===== src/hw/rtl/fba_pkg.sv =====
package fba_pkg;

	localparam int MAX_ENTRIES = 8192;
	localparam int NUM_W       = 14;
	localparam int WORD_W      = 64;
	localparam int BIT_W       = $clog2(WORD_W);
	localparam int MAP_WORDS   = (MAX_ENTRIES + WORD_W - 1) / WORD_W;
	localparam int ADDR_W      = $clog2(MAP_WORDS);
	localparam int IDX_W       = ADDR_W + BIT_W;

	localparam logic OP_ALLOC = 1'b0;
	localparam logic OP_FREE  = 1'b1;

	localparam logic [1:0] ST_OK    = 2'd0;
	localparam logic [1:0] ST_FULL  = 2'd1;
	localparam logic [1:0] ST_RANGE = 2'd2;

	typedef struct packed {
		logic             found;
		logic [BIT_W-1:0] bit_idx;
	} ffz_res_t;

endpackage


===== src/hw/rtl/fba_ffz.sv =====
module fba_ffz (
	input  logic [fba_pkg::WORD_W-1:0] word,
	input  logic                       is_last,
	input  logic [fba_pkg::BIT_W-1:0]  last_bit,
	output fba_pkg::ffz_res_t          res
);
	import fba_pkg::*;

	logic [WORD_W-1:0] keep;
	logic [WORD_W-1:0] free_bits;
	logic [WORD_W-1:0] lowest;

	// bits above the pool limit in the last word count as taken
	assign keep      = is_last ? ({WORD_W{1'b1}} >> (BIT_W'(WORD_W - 1) - last_bit))
	                           : {WORD_W{1'b1}};
	assign free_bits = ~word & keep;
	assign lowest    = free_bits & (~free_bits + WORD_W'(1));

	always_comb begin
		res.found   = |free_bits;
		res.bit_idx = '0;
		for (int k = 0; k < BIT_W; k++) begin
			for (int b = 0; b < WORD_W; b++) begin
				if (((b >> k) & 1) == 1) begin
					res.bit_idx[k] = res.bit_idx[k] | lowest[b];
				end
			end
		end
	end

endmodule

===== config.mk =====
export PLATFORM = sky130hd
export DESIGN_NAME = fba_ffz
export DESIGN_NICKNAME = d
export VERILOG_FILES = /design/src/hw/rtl/fba_pkg.sv /design/src/hw/rtl/fba_ffz.sv
export SDC_FILE = /design/constraint.sdc
export NUM_CORES = 1
export LEC_CHECK = 0
export BUFFER_PORTS_ARGS = -buffer_cell sky130_fd_sc_hd__buf_2
export CORE_UTILIZATION = 45
export DETAILED_ROUTE_END_ITERATION = 7
export GPL_TIMING_DRIVEN = 0
export PLACE_DENSITY = 0.78
export SLEW_MARGIN = 30
export SYNTH_ARGS = -nofsm -noshare
export SYNTH_HDL_FRONTEND = slang
export SYNTH_SLANG_ARGS = --single-unit

===== constraint.sdc =====
create_clock -name vclk -period 7.3
set_input_delay 1.46 -clock vclk [all_inputs]
set_output_delay 1.46 -clock vclk [all_outputs]
set_load 0.01 [all_outputs]

Word-level counts from Yosys, hierarchy flattened. Cells that the tools add are included. Widths: inputs -> output; s select.

Flip-flop bits (word level): 0. Output and inout bits: 7.

Add/subtract/negate cells: 2. Shift-type cells: 1. Multiplexer cells: 1. Bitwise operators: 190. Reduce and logical (&&, ||, !) cells: 1.

Operators by type and width (count): $or 1x1->1 (186); $and 64x64->64 (2); $not 64->64 (2); $add 64x1->64 const B (1); $mux 64 (1); $reduce_or 64->1 (1); $shr 64x6->64 const A (1); $sub 6x6->6 const A (1).

Depth between registers and ports, before layout.
Word-level depth: 38. Gate-level depth with buffers: 14. Mapped depth without buffers: 9.

Worst setup path after synthesis. No wires, ideal clock.

Path type: input-to-output. From: input last_bit[3] (netlist name). To: output res[4] (netlist name). Arrival time: 4310 ps. Setup slack: 1530 ps. Cell stages on the path: 10. Buffers on the path: 2. Path through: buf_2 or4b_1 a222oi_1 o31a_1 nand4_2 or4_1 buf_2 or4_4 o311a_1 o2111ai_1.

RTL lines: start, declared (RTL line fba_ffz.sv:4) `input logic [fba_pkg::BIT_W-1:0] last_bit,`; end, declared (RTL line fba_ffz.sv:5) `output fba_pkg::ffz_res_t res`.

==> impl_metrics.json <==
{
  "status": "completed",
  "synth-seq-area-share_pct": 0,
  "dp_hpwl_um": 11780,
  "clkPwrFrac_pct": 0,
  "setup_viol": 0,
  "drc": 0,
  "yosys.area_share.xor_xnor_pct": 0,
  "wire_per_inst_um": 23.32,
  "clkbuf_count": 0,
  "postRouteAntennaNets": 0,
  "cts_resized": 0,
  "dr_total_vias": 4637,
  "antenna_cells": 0,
  "synth_area_leaders": "a21oi_1 8.2%, nand2_1 6.8%, o21ai_0 4.4%, nand4_1 4.2%, nor2_1 4.1%",
  "relSlewSlack_pct": 37.16,
  "syn-num-nets": 543,
  "hold_viol": 0,
  "worstSetupPathDepth": 13,
  "hp-class": "input pin to primary output",
  "endpoint_kind": "primary output",
  "grt_pass1_wl_um": 22720,
  "synth_area_um2": 2859,
  "crit_arrival_ns": 5.64,
  "fillers": 646,
  "crit_buf_inv": 4,
  "startpoint": "last_bit[3]",
  "synthAdderAreaFrac_pct": 0,
  "drtIter0Drc": 747,
  "ioPinCount": 78,
  "p_seq_share_pct": 0,
  "via_per_inst": 7.455,
  "hold_depth": 4,
  "wirelength_um": 14510,
  "cp_max_fo": 10,
  "grt_pass1_vias": 4319,
  "drt_pass1_iterations": 6,
  "power_uw": 174.4,
  "rsz0062_at_grt": "false",
  "min_period_ns": 7.097,
  "yosys.area.top_type_share_pct": 8.228,
  "combPwrFrac_pct": 100.0,
  "synth-simple-area-share_pct": 49.37,
  "dpl.cell_count": 622,
  "worstMarginPinSlew_ns": 0.9405,
  "critPathSlowestCell": "a222oi_1",
  "synth_top_family_by_area": "simple AND/OR/NAND/NOR gates",
  "dieArea_um2": 6676,
  "synth_cell_type_count": 69,
  "stdcell_count": 622,
  "leakagePower_nw": 1.267,
  "path_class": "input pin to primary output",
  "grt_usage_pct": 45.32,
  "synth_area_per_cell_um2": 6.057,
  "num_rows": 28,
  "ys.warnings.count": 0,
  "area_growth_pct": 16.41,
  "chipHeight_um": 81.71,
  "finalCritPeriodShare_pct": 97.22,
  "powerDensity_nw_per_um2": 52.40,
  "multi_input_area_um2": 2669,
  "p_sw_uw": 114.6,
  "drive_above_1_share_pct": 18.65,
  "grt_overflow": 0,
  "power.internal_uw": 59.77,
  "crit_path_max_incr_delay_ns": 0.69,
  "synth_commonest_cells": "52 x nand2_1, 47 x a21oi_1, 31 x nor2_1",
  "die_w_um": 81.71,
  "synth.area.mux_share_pct": 0,
  "syn_inst": 472,
  "core_um2": 6026,
  "finalSetupTns_ns": 0,
  "critPathTopFamily": "simple AND/OR/NAND/NOR gates",
  "post-cts-setup-buffers": 0,
  "fin_util_pct": 55.23,
  "ff_latch_area_um2": 0,
  "numPortBuffers": 75,
  "final_area_um2": 3328,
  "p_sw_share_pct": 65.73,
  "post_dp_cell_area_um2": 3328,
  "synth.largest_area_cell": "a21oi_1",
  "maxSlewViolCount": 0,
  "fmaxAchievable_mhz": 140.9,
  "synth_compound_area_share_pct": 43.98,
  "grt_max_degree": 11,
  "cap_violations": 0,
  "gp_congestion": 1.130,
  "ir_drop_mv": 0.03181,
  "final_nets": 620,
  "min_from": "word[63]",
  "initial_utilization_pct": 47.45,
  "worstPathCellList": "buf_2 > clkbuf_1 > or3_1 > a222oi_1 > o211a_1 > and4_1 > nand4_1 > clkbuf_1 > nor2_1 > a41oi_1 > nor3b_1 > nand4_1 > buf_2",
  "ctsHoldBuffers": 0,
  "start_kind": "input pin",
  "antenna_found_initial": 0,
  "required_ns": 5.84,
  "synth_most_common_cell": "nand2_1",
  "design.seq.count": 0
}
## power groups by stage
stage,clock network [mW],logic [mW],registers [mW]
finish,0,0.174,0
global route,0,0.187,0
CTS,0,0.166,0
detailed placement,0,0.165,0
global placement,0,0.164,0
floorplan,0,0.102,0
## layout make-up
type	instances	share of cell area, %
Multi-Input combinational cell	425	80.19
Timing Repair Buffer	75	11.28
Buffer	34	4.248
Tap cell	75	2.820
Inverter	13	1.466
## stage by stage
| step | worst slack, ns | hold slack (ns) |
|---|---|---|
| 2_1_floorplan | 1.530 | 3.171 |
| 3_3_place_gp | 0.4616 | 3.361 |
| 3_5_place_dp | 0.5330 | 3.357 |
| 4_1_cts | 0.5147 | 3.365 |
| 5_1_grt | 0.1169 | 3.433 |
| 6_report | 0.2027 | 3.373 |
## routing by layer
metal	vias to the layer above	part of all wire, %	GRT usage [%]
li1	2018	-	-
met1	2077	38	58.43
met2	450	41	68.17
met3	92	14	10.44
met4	0	7.1	26.67
met5	-	0	0
## cells in the final DEF (no fill, tap or decap), drive strengths merged, types with 12 or more instances in the layout
cell     n
inv     13
and2    15
nand4   20
nor2    31
a211oi  12
nor2b   13
nand2   52
a21oi   47
buf     89
o21ai   25
nand3   19
clkbuf  20
nand2b  12
## path summary, 6_finish.rpt
kind                      to  slack (ns)
worst min-delay path  res[6]        3.37
worst max-delay path  res[2]        0.20
## cell families after synthesis
kind of cell	after synthesis
AND/OR/NAND/NOR	244
AO/OA/AOI/OAI	181
buffers and inverters	47
Power figures use the tool's default switching activity.
